File: src/hdl/e2cd_pkg.sv
// ----------------------------------------------------------------------------
// e2cd_pkg: shared types, constants and calendar helpers
// Holds the controller/datapath command set, the status bundle, the divider
// constants and the Gregorian leap and month-length functions.
// ----------------------------------------------------------------------------
package e2cd_pkg;

	localparam int unsigned EPOCH_W = 32;
	localparam int unsigned REM_W   = 17;
	localparam int unsigned DAYS_W  = 16;

	localparam logic [REM_W-1:0] SECS_PER_DAY  = 17'd86400;
	localparam logic [REM_W-1:0] SECS_PER_HOUR = 17'd3600;
	localparam logic [REM_W-1:0] SECS_PER_MIN  = 17'd60;
	localparam logic [REM_W-1:0] DAYS_PER_WEEK = 17'd7;

	// Reciprocals for exact division by constants after a pre-shift:
	// 86400 = 128 * 675, 3600 = 16 * 225, 60 = 4 * 15.
	localparam logic [25:0] DAY_RECIP  = 26'd50903317;  // ceil(2^35 / 675)
	localparam logic [13:0] HOUR_RECIP = 14'd9321;      // ceil(2^21 / 225)
	localparam logic [10:0] MIN_RECIP  = 11'd1093;      // ceil(2^14 / 15)
	localparam logic [16:0] WEEK_RECIP = 17'd74899;     // ceil(2^19 / 7)

	localparam logic [7:0]        EPOCH_YEAR_OFS = 8'd70;   // 1970 - 1900
	localparam logic [DAYS_W-1:0] WEEKDAY_OFS    = 16'd4;   // day 0 was a Thursday
	localparam logic [3:0]        LAST_MONTH     = 4'd11;

	typedef enum logic [3:0] {
		OP_NONE,
		OP_LOAD,
		OP_QUO_DAY,
		OP_SAVE_DAY,
		OP_QUO_HOUR,
		OP_SAVE_HOUR,
		OP_QUO_MIN,
		OP_SAVE_MIN,
		OP_QUO_WEEK,
		OP_SAVE_WEEK,
		OP_YEAR,
		OP_MONTH_INIT,
		OP_MONTH,
		OP_PUBLISH
	} dp_op_t;

	typedef struct packed {
		logic div_done;
		logic year_more;
		logic month_more;
	} dp_status_t;

	typedef enum logic [2:0] {
		ST_IDLE,
		ST_DIV_DAY,
		ST_DIV_HOUR,
		ST_DIV_MIN,
		ST_DIV_WEEK,
		ST_YEAR,
		ST_MONTH,
		ST_DONE
	} ctrl_state_t;

	// Years 1970..2106 as offsets from 1900: only 2000 and 2100 are centuries.
	function automatic logic is_leap(input logic [7:0] yofs);
		return (yofs[1:0] == 2'd0) && (yofs != 8'd200);
	endfunction

	function automatic logic [8:0] year_len(input logic [7:0] yofs);
		return is_leap(yofs) ? 9'd366 : 9'd365;
	endfunction

	function automatic logic [4:0] month_len(input logic leap, input logic [3:0] mon);
		logic [4:0] len;
		unique case (mon)
			4'd1:                      len = leap ? 5'd29 : 5'd28;
			4'd3, 4'd5, 4'd8, 4'd10:   len = 5'd30;
			default:                   len = 5'd31;
		endcase
		return len;
	endfunction

endpackage

File: src/hdl/epoch_to_calendar_date.sv
// ----------------------------------------------------------------------------
// epoch_to_calendar_date: seconds since 1970-01-01 UTC to calendar time
// Usage:
//   Input channel in_valid/in_ready carries epoch_seconds, an unsigned 32-bit
//   count of seconds. Output channel out_valid/out_ready carries second,
//   minute, hour, weekday (0 is Sunday), years_since_1900, day_of_year,
//   month (0 is January) and day_of_month (from 1). One transfer out for
//   every transfer in, in order.
//   Sequence: the load, then for each of the day, hour, minute and weekday
//   splits a reciprocal multiply, then a multiply-back for the remainder;
//   then one year step per whole year past 1970 and one more, one month
//   step per whole month and one more, and the publish. The year
//   subtraction loop sets most of the run time.
//   One item at a time: in_ready is high only while idle, so a new item enters
//   only after the last one is published, and it may enter while the previous
//   result still waits in the output register.
//   Reset (arst_n low) returns to idle and drops any waiting result.
//   When the receiver stalls, the result holds in the output register and a
//   finished second item waits in the sequencer until the first is taken.
// ----------------------------------------------------------------------------
module epoch_to_calendar_date (
	input  logic        clk,
	input  logic        arst_n,
	input  logic        in_valid,
	output logic        in_ready,
	input  logic [31:0] epoch_seconds,
	output logic        out_valid,
	input  logic        out_ready,
	output logic [5:0]  second,
	output logic [5:0]  minute,
	output logic [4:0]  hour,
	output logic [2:0]  weekday,
	output logic [7:0]  years_since_1900,
	output logic [8:0]  day_of_year,
	output logic [3:0]  month,
	output logic [4:0]  day_of_month
);

	e2cd_pkg::dp_op_t     op;
	e2cd_pkg::dp_status_t status;

	// Sequencer: owns both handshakes and issues at most one datapath command per cycle.
	e2cd_ctrl u_ctrl (
		.clk       (clk),
		.arst_n    (arst_n),
		.in_valid  (in_valid),
		.in_ready  (in_ready),
		.out_valid (out_valid),
		.out_ready (out_ready),
		.status    (status),
		.op        (op)
	);

	// Datapath: divider, year/month loops and the output holding register.
	e2cd_dp u_dp (
		.clk              (clk),
		.arst_n           (arst_n),
		.op               (op),
		.epoch_seconds    (epoch_seconds),
		.status           (status),
		.second           (second),
		.minute           (minute),
		.hour             (hour),
		.weekday          (weekday),
		.years_since_1900 (years_since_1900),
		.day_of_year      (day_of_year),
		.month            (month),
		.day_of_month     (day_of_month)
	);

`ifndef SYNTHESIS
	// A transfer in starts a conversion: no second transfer the next cycle.
	a_busy_after_accept: assert property (@(posedge clk) disable iff (!arst_n)
		in_valid && in_ready |=> !in_ready)
		else $error("input accepted twice in a row");

	// Time of day fields stay in range whenever a result is offered.
	a_time_range: assert property (@(posedge clk) disable iff (!arst_n)
		out_valid |-> second < 6'd60 && minute < 6'd60 && hour < 5'd24 && weekday < 3'd7)
		else $error("time of day field out of range");

	// Date fields stay in range whenever a result is offered.
	a_date_range: assert property (@(posedge clk) disable iff (!arst_n)
		out_valid |-> month < 4'd12 && day_of_month != 5'd0 && day_of_year < 9'd366
			&& years_since_1900 >= 8'd70 && years_since_1900 <= 8'd206)
		else $error("date field out of range");

	// A publish only happens into an empty or draining output register.
	a_no_overwrite: assert property (@(posedge clk) disable iff (!arst_n)
		op == e2cd_pkg::OP_PUBLISH |-> !out_valid || out_ready)
		else $error("waiting result overwritten");
`endif

endmodule

File: src/hdl/e2cd_dp.sv
// ----------------------------------------------------------------------------
// e2cd_dp: conversion datapath
// Reciprocal-multiply division by the day, hour, minute and week constants,
// year and month subtraction registers and the output holding register.
// ----------------------------------------------------------------------------
module e2cd_dp (
	input  logic                clk,
	input  logic                arst_n,
	input  e2cd_pkg::dp_op_t    op,
	input  logic [31:0]         epoch_seconds,
	output e2cd_pkg::dp_status_t status,
	output logic [5:0]          second,
	output logic [5:0]          minute,
	output logic [4:0]          hour,
	output logic [2:0]          weekday,
	output logic [7:0]          years_since_1900,
	output logic [8:0]          day_of_year,
	output logic [3:0]          month,
	output logic [4:0]          day_of_month
);

	logic [e2cd_pkg::EPOCH_W-1:0] num_q;
	logic [e2cd_pkg::DAYS_W-1:0]  quo_q;
	logic                         quo_ok_q;
	logic [e2cd_pkg::DAYS_W-1:0]  days_q;
	logic [e2cd_pkg::DAYS_W-1:0]  left_q;
	logic [7:0]                   year_q;
	logic [3:0]                   mon_q;
	logic [8:0]                   yday_q;
	logic [5:0]                   sec_q;
	logic [5:0]                   min_q;
	logic [4:0]                   hour_q;
	logic [2:0]                   wday_q;

	logic [50:0]                  day_prod;
	logic [26:0]                  hour_prod;
	logic [20:0]                  min_prod;
	logic [32:0]                  week_prod;
	logic [e2cd_pkg::REM_W-1:0]   dsor;
	logic [32:0]                  back_prod;
	logic [e2cd_pkg::EPOCH_W-1:0] rem_full;
	logic [8:0]                   ylen;
	logic [4:0]                   mlen;

	// Quotients: pre-shift by the power-of-two factor, multiply, keep the top.
	assign day_prod  = {26'd0, num_q[31:7]} * {25'd0, e2cd_pkg::DAY_RECIP};
	assign hour_prod = {14'd0, num_q[16:4]} * {13'd0, e2cd_pkg::HOUR_RECIP};
	assign min_prod  = {11'd0, num_q[11:2]} * {10'd0, e2cd_pkg::MIN_RECIP};
	assign week_prod = {17'd0, num_q[15:0]} * {16'd0, e2cd_pkg::WEEK_RECIP};

	// Remainder: multiply the held quotient back and subtract.
	always_comb begin
		unique case (op)
			e2cd_pkg::OP_SAVE_DAY:  dsor = e2cd_pkg::SECS_PER_DAY;
			e2cd_pkg::OP_SAVE_HOUR: dsor = e2cd_pkg::SECS_PER_HOUR;
			e2cd_pkg::OP_SAVE_MIN:  dsor = e2cd_pkg::SECS_PER_MIN;
			default:                dsor = e2cd_pkg::DAYS_PER_WEEK;
		endcase
	end

	assign back_prod = {17'd0, quo_q} * {16'd0, dsor};
	assign rem_full  = num_q - back_prod[31:0];

	assign ylen = e2cd_pkg::year_len(year_q);
	assign mlen = e2cd_pkg::month_len(e2cd_pkg::is_leap(year_q), mon_q);

	assign status.div_done   = quo_ok_q;
	assign status.year_more  = left_q >= {7'd0, ylen};
	assign status.month_more = (mon_q < e2cd_pkg::LAST_MONTH) && (left_q >= {11'd0, mlen});

	// Quotient-ready flag is control state.
	always_ff @(posedge clk or negedge arst_n) begin
		if (!arst_n) begin
			quo_ok_q <= 1'b0;
		end else begin
			unique case (op)
				e2cd_pkg::OP_QUO_DAY, e2cd_pkg::OP_QUO_HOUR,
				e2cd_pkg::OP_QUO_MIN, e2cd_pkg::OP_QUO_WEEK: quo_ok_q <= 1'b1;
				default:                                     quo_ok_q <= 1'b0;
			endcase
		end
	end

	always_ff @(posedge clk) begin
		unique case (op)
			e2cd_pkg::OP_LOAD: begin
				num_q <= epoch_seconds;
			end
			e2cd_pkg::OP_QUO_DAY: begin
				quo_q <= day_prod[50:35];
			end
			e2cd_pkg::OP_SAVE_DAY: begin
				days_q <= quo_q;
				num_q  <= rem_full;
			end
			e2cd_pkg::OP_QUO_HOUR: begin
				quo_q <= {11'd0, hour_prod[25:21]};
			end
			e2cd_pkg::OP_SAVE_HOUR: begin
				hour_q <= quo_q[4:0];
				num_q  <= rem_full;
			end
			e2cd_pkg::OP_QUO_MIN: begin
				quo_q <= {10'd0, min_prod[19:14]};
			end
			e2cd_pkg::OP_SAVE_MIN: begin
				min_q <= quo_q[5:0];
				sec_q <= rem_full[5:0];
				num_q <= {16'd0, days_q + e2cd_pkg::WEEKDAY_OFS};
			end
			e2cd_pkg::OP_QUO_WEEK: begin
				quo_q <= {3'd0, week_prod[31:19]};
			end
			e2cd_pkg::OP_SAVE_WEEK: begin
				wday_q <= rem_full[2:0];
				year_q <= e2cd_pkg::EPOCH_YEAR_OFS;
				left_q <= days_q;
			end
			e2cd_pkg::OP_YEAR: begin
				left_q <= left_q - {7'd0, ylen};
				year_q <= year_q + 8'd1;
			end
			e2cd_pkg::OP_MONTH_INIT: begin
				yday_q <= left_q[8:0];
				mon_q  <= '0;
			end
			e2cd_pkg::OP_MONTH: begin
				left_q <= left_q - {11'd0, mlen};
				mon_q  <= mon_q + 4'd1;
			end
			e2cd_pkg::OP_PUBLISH: begin
				second           <= sec_q;
				minute           <= min_q;
				hour             <= hour_q;
				weekday          <= wday_q;
				years_since_1900 <= year_q;
				day_of_year      <= yday_q;
				month            <= mon_q;
				day_of_month     <= left_q[4:0] + 5'd1;
			end
			default: begin
			end
		endcase
	end

endmodule

File: src/hdl/e2cd_ctrl.sv
// ----------------------------------------------------------------------------
// e2cd_ctrl: conversion sequencer
// Walks the datapath through the four divisions, the year and month loops
// and the hand-off to the output register; owns both handshakes.
// ----------------------------------------------------------------------------
module e2cd_ctrl (
	input  logic                 clk,
	input  logic                 arst_n,
	input  logic                 in_valid,
	output logic                 in_ready,
	output logic                 out_valid,
	input  logic                 out_ready,
	input  e2cd_pkg::dp_status_t status,
	output e2cd_pkg::dp_op_t     op
);

	e2cd_pkg::ctrl_state_t state_q;
	e2cd_pkg::ctrl_state_t state_next;
	logic                  out_valid_q;
	logic                  publish;

	always_ff @(posedge clk or negedge arst_n) begin
		if (!arst_n) begin
			state_q     <= e2cd_pkg::ST_IDLE;
			out_valid_q <= 1'b0;
		end else begin
			state_q <= state_next;
			if (publish) begin
				out_valid_q <= 1'b1;
			end else if (out_ready) begin
				out_valid_q <= 1'b0;
			end
		end
	end

	assign out_valid = out_valid_q;

	always_comb begin
		state_next = state_q;
		op         = e2cd_pkg::OP_NONE;
		in_ready   = 1'b0;
		publish    = 1'b0;
		unique case (state_q)
			e2cd_pkg::ST_IDLE: begin
				in_ready = 1'b1;
				if (in_valid) begin
					op         = e2cd_pkg::OP_LOAD;
					state_next = e2cd_pkg::ST_DIV_DAY;
				end
			end
			e2cd_pkg::ST_DIV_DAY: begin
				if (status.div_done) begin
					op         = e2cd_pkg::OP_SAVE_DAY;
					state_next = e2cd_pkg::ST_DIV_HOUR;
				end else begin
					op = e2cd_pkg::OP_QUO_DAY;
				end
			end
			e2cd_pkg::ST_DIV_HOUR: begin
				if (status.div_done) begin
					op         = e2cd_pkg::OP_SAVE_HOUR;
					state_next = e2cd_pkg::ST_DIV_MIN;
				end else begin
					op = e2cd_pkg::OP_QUO_HOUR;
				end
			end
			e2cd_pkg::ST_DIV_MIN: begin
				if (status.div_done) begin
					op         = e2cd_pkg::OP_SAVE_MIN;
					state_next = e2cd_pkg::ST_DIV_WEEK;
				end else begin
					op = e2cd_pkg::OP_QUO_MIN;
				end
			end
			e2cd_pkg::ST_DIV_WEEK: begin
				if (status.div_done) begin
					op         = e2cd_pkg::OP_SAVE_WEEK;
					state_next = e2cd_pkg::ST_YEAR;
				end else begin
					op = e2cd_pkg::OP_QUO_WEEK;
				end
			end
			e2cd_pkg::ST_YEAR: begin
				if (status.year_more) begin
					op = e2cd_pkg::OP_YEAR;
				end else begin
					op         = e2cd_pkg::OP_MONTH_INIT;
					state_next = e2cd_pkg::ST_MONTH;
				end
			end
			e2cd_pkg::ST_MONTH: begin
				if (status.month_more) begin
					op = e2cd_pkg::OP_MONTH;
				end else begin
					state_next = e2cd_pkg::ST_DONE;
				end
			end
			e2cd_pkg::ST_DONE: begin
				// Hand over once the output register is empty or emptying.
				if (!out_valid_q || out_ready) begin
					op         = e2cd_pkg::OP_PUBLISH;
					publish    = 1'b1;
					state_next = e2cd_pkg::ST_IDLE;
				end
			end
			default: begin
				state_next = e2cd_pkg::ST_IDLE;
			end
		endcase
	end

endmodule

File: config.mk
export PLATFORM = sky130hd
export DESIGN_NAME = epoch_to_calendar_date
export DESIGN_NICKNAME = d
export VERILOG_FILES = /design/src/hdl/e2cd_pkg.sv /design/src/hdl/epoch_to_calendar_date.sv /design/src/hdl/e2cd_dp.sv /design/src/hdl/e2cd_ctrl.sv
export SDC_FILE = /design/constraint.sdc
export NUM_CORES = 2
export LEC_CHECK = 0
export ABC_AREA = 1
export BUFFER_PORTS_ARGS = -buffer_cell sky130_fd_sc_hd__buf_2
export CAP_MARGIN = 20
export CORE_ASPECT_RATIO = 2
export CORE_MARGIN = 2
export CORE_UTILIZATION = 60
export DETAILED_ROUTE_END_ITERATION = 10
export PLACE_DENSITY = 0.82
export REMOVE_ABC_BUFFERS = 1
export SLEW_MARGIN = 10
export SYNTH_ARGS = -nofsm -noshare
export SYNTH_HDL_FRONTEND = slang
export SYNTH_SLANG_ARGS = --single-unit
export TNS_END_PERCENT = 5
File: constraint.sdc
create_clock -name clk -period 8.81 [get_ports clk]
set_clock_uncertainty 0.1 [all_clocks]
set_input_delay 0.881 -clock clk [delete_from_list [all_inputs] [get_ports clk]]
set_output_delay 0.881 -clock clk [all_outputs]
set_load 0.05 [all_outputs]
After elaboration in Yosys (flattened, before gate mapping)
Cells that the tools add are included.

operators by class
  add/subtract/negate cells = 7
  $mul = 5
  magnitude comparators = 3
  eq/ne operators = 34
  muxes and demuxes = 33
  reduce and logical (&&, ||, !) cells = 16

operators with widths
  cell                    number
  $pmux 32 s3             1
  $pmux 16 s4             1
  $mul 25x26->51 const B  1
  $pmux 17 s3             1
  $pmux 16 s3             1
  $eq 4x4->1 const B      8
  $mul 16x17->32          1
  $mul 16x17->32 const B  1
  $pmux 4 s8              1
  $sub 32x32->32          1
  $mul 13x14->26 const B  1
  $mux 3                  8
  $pmux 3 s8              1
  $eq 4x3->1 const B      5
  $mul 10x11->20 const B  1
  $add 16x3->16 const B   1
  $ge 16x5->1             1
  $ge 16x9->1             1
  $pmux 8 s2              1
  $sub 16x5->16           1
  $sub 16x9->16           1
  $mux 1                  13
  $eq 3x3->1 const B      4
  $eq 4x2->1 const B      3
  other kinds (25)        39

word-level totals
  flip-flop bits (word level) = 172
  input bits = 36
  logic and storage cells = 120

Logic depth before layout (Yosys ltp)
  word-level depth = 13
  gate-level depth with buffers = 44
  gate-level depth less buffers = 43

Cells and area by module
Synthesis repeated with hierarchy kept, for this count alone.

unflattened totals
  cells, all modules = 4249
  area, all modules = 35158.7 µm²

modules (own cells, without submodules)
  module     times used  cells each  area each (µm²)  sequential area each (µm²)
  e2cd_dp    1           4177        34680.8          5039.8
  e2cd_ctrl  1           72          478.0            100.1

Least setup slack after synthesis
No wires, ideal clock.

  path kind = register to register
  start point = register u_dp.year_q[5]
  end point = register u_dp.num_q[24] (netlist bit), data pin
  data arrival time = 7.932 ns
  path slack = 0.516 ns
  cell stages (with the launch flop) = 37
  buffers on the path = 1
  clock period less this slack = 8.294 ns
  path through = edfxtp_1 inv_1 nand4_1 o31ai_1 ha_1 inv_1 fa_1 inv_1 nor2_1 nand3_1 nand2_1 nand2_1 nand4_2 a21oi_2 inv_2 nor2_2 inv_2 buf_4 nor2_2 inv_1 fa_1 fa_1 fa_1 fa_1 fa_1 inv_1 fa_1 inv_1 ha_1 nand2_1 nor4_1 nand3_1 nand3_1 nand2_1 nand2_1 xnor2_1 o21ai_0

on the way
  longest elaborated chain between the ends = 13
  elaborated cells on any way between the ends = 20
  those cells by class = add/sub: 1; mul: 1; order compare: 2; eq/ne: 5; mux: 8; reduce/logical: 3

RTL lines
  what                                      line                          text
  start, declared                           e2cd_dp.sv:27                 logic [7:0] year_q;
  start signal, assigned                    e2cd_dp.sv:116                year_q <= e2cd_pkg::EPOCH_YEAR_OFS;
  start signal, assigned                    e2cd_dp.sv:121                year_q <= year_q + 8'd1;
  $ne 8x8->1 (*)                            e2cd_pkg.sv:64                return (yofs[1:0] == 2'd0) && (yofs != 8'd200);
  $logic_and 1x1->1 (*)                     e2cd_pkg.sv:64
  $mux 1                                    e2cd_pkg.sv:74                4'd1: len = leap ? 5'd29 : 5'd28;
  $pmux 5 s2                                e2cd_pkg.sv:73                unique case (mon)
  $ge 16x5->1                               e2cd_dp.sv:69                 assign status.month_more = (mon_q < e2cd_pkg::LAST_MONTH) && (left_q >= {11'd0, mlen});
  $logic_and 1x1->1                         e2cd_dp.sv:69
  $mux 4                                    e2cd_ctrl.sv:92               if (status.month_more) begin
  $pmux 4 s8 (*)                            e2cd_ctrl.sv:43               unique case (state_q)
  $eq 4x3->1 or $eq 4x2->1 (tied branches)  e2cd_dp.sv:53, e2cd_dp.sv:85
  $pmux 17 s3                               e2cd_dp.sv:53                 unique case (op)
  $mul 16x17->32                            e2cd_dp.sv:61                 assign back_prod = {17'd0, quo_q} * {16'd0, dsor};
  $sub 32x32->32                            e2cd_dp.sv:62                 assign rem_full = num_q - back_prod[31:0];
  $pmux 32 s3 (*)                           e2cd_dp.sv:85                 unique case (op)
  end signal, assigned                      e2cd_dp.sv:87                 num_q <= epoch_seconds;
  end signal, assigned                      e2cd_dp.sv:94                 num_q <= rem_full;
  end signal, assigned                      e2cd_dp.sv:101                num_q <= rem_full;
  end, declared                             e2cd_dp.sv:22                 logic [e2cd_pkg::EPOCH_W-1:0] num_q;

Every way passes the cells marked *; elsewhere a longest branch is shown, timed or not.
A chain may end at the register's enable or synchronous reset.

Worst setup path after layout
  start point = register u_dp.year_q[4]
  end point = register u_dp.num_q[23] (netlist bit), data pin

The elaborated chain is that of the path after synthesis.

==> flow_summary.html <==
<table>
<tr><th>Metric</th><th>Value</th></tr>
<tr><th colspan="2">Outcome</th></tr>
<tr><td>Run status</td><td>completed</td></tr>
<tr><th colspan="2">Timing</th></tr>
<tr><td>Transition time of the tightest slew-check pin</td><td>1050 ps</td></tr>
<tr><td>Max Fclk</td><td>about 0.12 GHz</td></tr>
<tr><td>Crit share post-route</td><td>96.1%</td></tr>
<tr><td>Total of endpoints with negative setup slack in the final report</td><td>0</td></tr>
<tr><td>Rel. slew slack</td><td>29.9%</td></tr>
<tr><td>Clock period minus final worst setup slack</td><td>about 8500 ps</td></tr>
<tr><td>Pins over their slew limit</td><td>0</td></tr>
<tr><td>Number of endpoints with negative hold slack in the final report</td><td>0</td></tr>
<tr><th colspan="2">Synthesis</th></tr>
<tr><td>Syn Std Cell Area</td><td>34300 µm²</td></tr>
<tr><td>Synthesized area per cell</td><td>8.70 µm²</td></tr>
<tr><td>Warnings from Yosys</td><td>0</td></tr>
<tr><td>Share of synthesized area occupied by flip-flops and latches</td><td>between 10% and 20%</td></tr>
<tr><td>Count of mapped cells out of synthesis</td><td>3943</td></tr>
<tr><td>Number of synthesized register bits</td><td>172</td></tr>
<tr><td>Unique cell type count in the Yosys netlist</td><td>47</td></tr>
<tr><td>Top_reg_cell synth</td><td>edfxtp_1</td></tr>
<tr><td>Post-synthesis async set-or-reset flop share</td><td>slightly below 3%</td></tr>
<tr><td>EDFF count, synth</td><td>167</td></tr>
<tr><th colspan="2">Floorplan</th></tr>
<tr><td>Total die area</td><td>59200 µm²</td></tr>
<tr><td>Die span in x</td><td>173 µm</td></tr>
<tr><td>Die Ht</td><td>342 µm</td></tr>
<tr><td>Count of boundary I/O pins</td><td>84</td></tr>
<tr><td>Placeable Area</td><td>56800 µm²</td></tr>
<tr><td>Number of placement rows</td><td>124</td></tr>
<tr><td>Initial cell density of the core</td><td>60.4%</td></tr>
<tr><th colspan="2">Worst setup path</th></tr>
<tr><td>Data arrival at the endpoint of the critical path</td><td>around 8600 ps</td></tr>
<tr><td>Timing endpoint of the critical path</td><td>u_dp.num_q[23]</td></tr>
<tr><td>Critical path fanouts, max</td><td>11</td></tr>
<tr><td>CP peak stage delay</td><td>550 ps</td></tr>
<tr><td>Minimum setup slack among reg-to-reg paths</td><td>340 ps</td></tr>
<tr><td>Worst-path cell with the longest stage delay</td><td>fa_1</td></tr>
<tr><td>Setup crit end kind</td><td>register</td></tr>
<tr><td>Length in cells of the worst reg-to-reg path</td><td>40</td></tr>
<tr><td>Start point of the critical path</td><td>u_dp.year_q[4]</td></tr>
<tr><td>Critical R2R Launch</td><td>u_dp.year_q[4]</td></tr>
<tr><td>Worst Path Class, Setup</td><td>reg2reg</td></tr>
<tr><td>Required time worst endpoint</td><td>just under 9000 ps</td></tr>
<tr><td>Capturing point of the worst reg2reg path</td><td>u_dp.num_q[23]</td></tr>
<tr><td>CP startpoint kind</td><td>register</td></tr>
<tr><th colspan="2">Layout</th></tr>
<tr><td>Area Growth Syn to Fin</td><td>6.85%</td></tr>
<tr><td>Commonest non-fill, non-tap cells in the layout</td><td>1002 x inv_1, 641 x ha_1, 517 x nand2_1</td></tr>
<tr><td>Fraction of final layout cells with drive strength greater than 1</td><td>6.69%</td></tr>
<tr><td>Storage cell area</td><td>5140 µm²</td></tr>
<tr><td>Most common cell after layout, fill and taps aside</td><td>inv_1</td></tr>
<tr><td>Post-route core utilization</td><td>64.5%</td></tr>
<tr><td>Filler Cells Inserted</td><td>4788</td></tr>
<tr><td>Number of nets in the final layout</td><td>about 5200</td></tr>
<tr><td>Multi-input combinational cell area</td><td>about 25000 µm²</td></tr>
<tr><th colspan="2">Global route</th></tr>
<tr><td>Met3 Resource Use GR</td><td>under 10%</td></tr>
<tr><td>Number of global-route vias before repair</td><td>28300</td></tr>
<tr><td>First-pass GRT wire length</td><td>154 mm</td></tr>
<tr><td>GR Layer Usage met2</td><td>57.4%</td></tr>
<tr><td>Antenna violations before repair</td><td>0</td></tr>
<tr><td>Most used routing layer</td><td>met2</td></tr>
<tr><td>Total gr overflow</td><td>0</td></tr>
<tr><td>Met1 Resource Use GR</td><td>40.1%</td></tr>
<tr><td>Overall fraction of global-route tracks in use</td><td>~34%</td></tr>
<tr><td>Pin count of the biggest net entering global routing</td><td>47</td></tr>
<tr><th colspan="2">Placement</th></tr>
<tr><td>Post-DP HPWL</td><td>86.2 mm</td></tr>
<tr><td>Placer congestion estimate</td><td>between 1 and 1.5</td></tr>
<tr><td>IO buf count</td><td>83</td></tr>
<tr><th colspan="2">Routing</th></tr>
<tr><td>Iteration count of the initial detailed-routing pass</td><td>6</td></tr>
<tr><td>DRC errors left</td><td>0</td></tr>
<tr><td>Count of nets left with antenna violations after detail routing</td><td>0</td></tr>
<tr><td>Final routed wirelength across all metal layers</td><td>98.2 mm</td></tr>
<tr><td>WL/cell</td><td>20.3 µm</td></tr>
<tr><td>Routed via count</td><td>27500</td></tr>
<tr><td>Iteration-0 DRC count of the detailed router</td><td>2308</td></tr>
<tr><td>Via density per instance</td><td>5.68</td></tr>
<tr><th colspan="2">Clocking</th></tr>
<tr><td>Deepest level of the CTS H-tree</td><td>4</td></tr>
<tr><td>Clock transition at the register clock pins on the worst setup and hold paths after CTS</td><td>80 ps</td></tr>
<tr><td>CTS root buf</td><td>clkbuf_16</td></tr>
<tr><td>Number of sinks handled by clock tree synthesis</td><td>172</td></tr>
<tr><td>Clock tree from TritonCTS</td><td>built</td></tr>
<tr><td>Total clock buffers created by CTS</td><td>17</td></tr>
<tr><td>CTS Buffer Depth</td><td>2</td></tr>
<tr><td>Worst-skew pair later-pin latency</td><td>450 ps</td></tr>
<tr><th colspan="2">Worst hold path</th></tr>
<tr><td>Path category of the worst min-delay check</td><td>in2async</td></tr>
<tr><th colspan="2">Flow run</th></tr>
<tr><td>Max-capacitance violation count</td><td>0</td></tr>
</table>
## per-layer routing
layer  share of wire, %  up-vias
met2                 48     1219
met5                  0        -
met4                8.6        0
met1                 36    13200
li1                   -    12700
met3                6.9      371
## final cells by class
| type | instances | share of cell area (%) |
|---|---|---|
| Multi-Input combinational cell | 2718 | 69.1 |
| Sequential cell | 172 | 14.0 |
| Inverter | 1031 | 10.6 |
| Tap cell | 756 | 2.58 |
| Timing Repair Buffer | 125 | 2.05 |
| Clock buffer | 17 | 1.16 |
| Clock inverter | 15 | 0.420 |
| Antenna cell | 1 | 0.00683 |
## flip-flops by register name, summed over array words and instances, names as in the netlist, 5 cells and up
signal / flops
u_dp.day_of_month: 5
u_dp.quo_q: 16
u_dp.years_since_1900: 8
u_dp.left_q: 16
u_dp.days_q: 16
u_dp.num_q: 32
u_dp.hour_q: 5
u_dp.second: 6
u_dp.sec_q: 6
u_dp.hour: 5
u_dp.min_q: 6
u_dp.day_of_year: 9
u_dp.minute: 6
u_dp.yday_q: 9
u_dp.year_q: 8
## stage by stage
stage,hold WS (ps),instance area [µm²],std cells,setup TNS (ps),setup slack (ps)
3_3_place_gp,300,35800,4794,0,226
6_report,134,36600,4835,0,343
4_1_cts,132,36400,4826,0,53.9
5_1_grt,140,36600,4834,-21.4,-11.4
2_1_floorplan,300,34100,3921,0,306
3_5_place_dp,305,35800,4794,0,74.0
## worst min path at each step
stage,startpoint,endpoint,slack (ps),cells past startpoint
floorplan,u_dp.yday_q[0],u_dp.day_of_year[0],300,0
global placement,u_dp.yday_q[8],u_dp.day_of_year[8],300,0
detailed placement,u_dp.hour_q[4],u_dp.hour[4],300,0
CTS,arst_n,u_ctrl.out_valid,130,1
global route,arst_n,u_ctrl.out_valid,140,1
finish,arst_n,u_ctrl.out_valid,130,1
## cells in the mapped netlist, types with 7 or more instances
cell	number	area share, %
inv_1	1007	11
ha_1	647	24
nand2_1	522	5.7
fa_1	461	27
nor2_1	320	3.5
a21oi_1	179	2.6
edfxtp_1	167	15
o21ai_0	152	2.2
nand3_1	111	1.6
nand4_1	51	0.93
xor2_1	46	1.2
nor3_1	32	0.47
o211ai_1	27	0.59
xnor2_1	25	0.64
inv_2	20	0.22
a31oi_1	14	0.26
o21bai_1	14	0.31
nor2_2	13	0.24
nor2_4	12	0.39
or2_2	12	0.22
o21a_1	10	0.22
a21o_1	9	0.20
nor4_1	9	0.16
a21boi_0	8	0.18
nand2_2	8	0.15
o221ai_1	7	0.18
## critical path: cells and delay by family, from the launching register on
family,cells,cell delay [ps]
flops,1,410
fa+ha+maj,9,4060
compound gates,6,960
buf+inv,10,850
simple gates,15,1840
## repair_timing
item,CTS,global route
setup endpoints to repair,4,20
pin swaps,0,5
endpoints found under the hold margin,0,0
setup buffers,0,8
hold buffers,0,0
resized for setup,2,54
## kinds of logic after synthesis
kind of cell	Yosys count	synth area share [%]
DFF	172	15.0
AOI/OAI and AO/OA	429	6.96
adders and majority gates	1108	50.5
xor gates and xnor gates	71	1.81
and+or+nand+nor	1110	13.9
buffers and inverters	1053	11.8
Power is not shown: default switching activity piles up to over one toggle a cycle in this logic, so the estimate is an artifact.
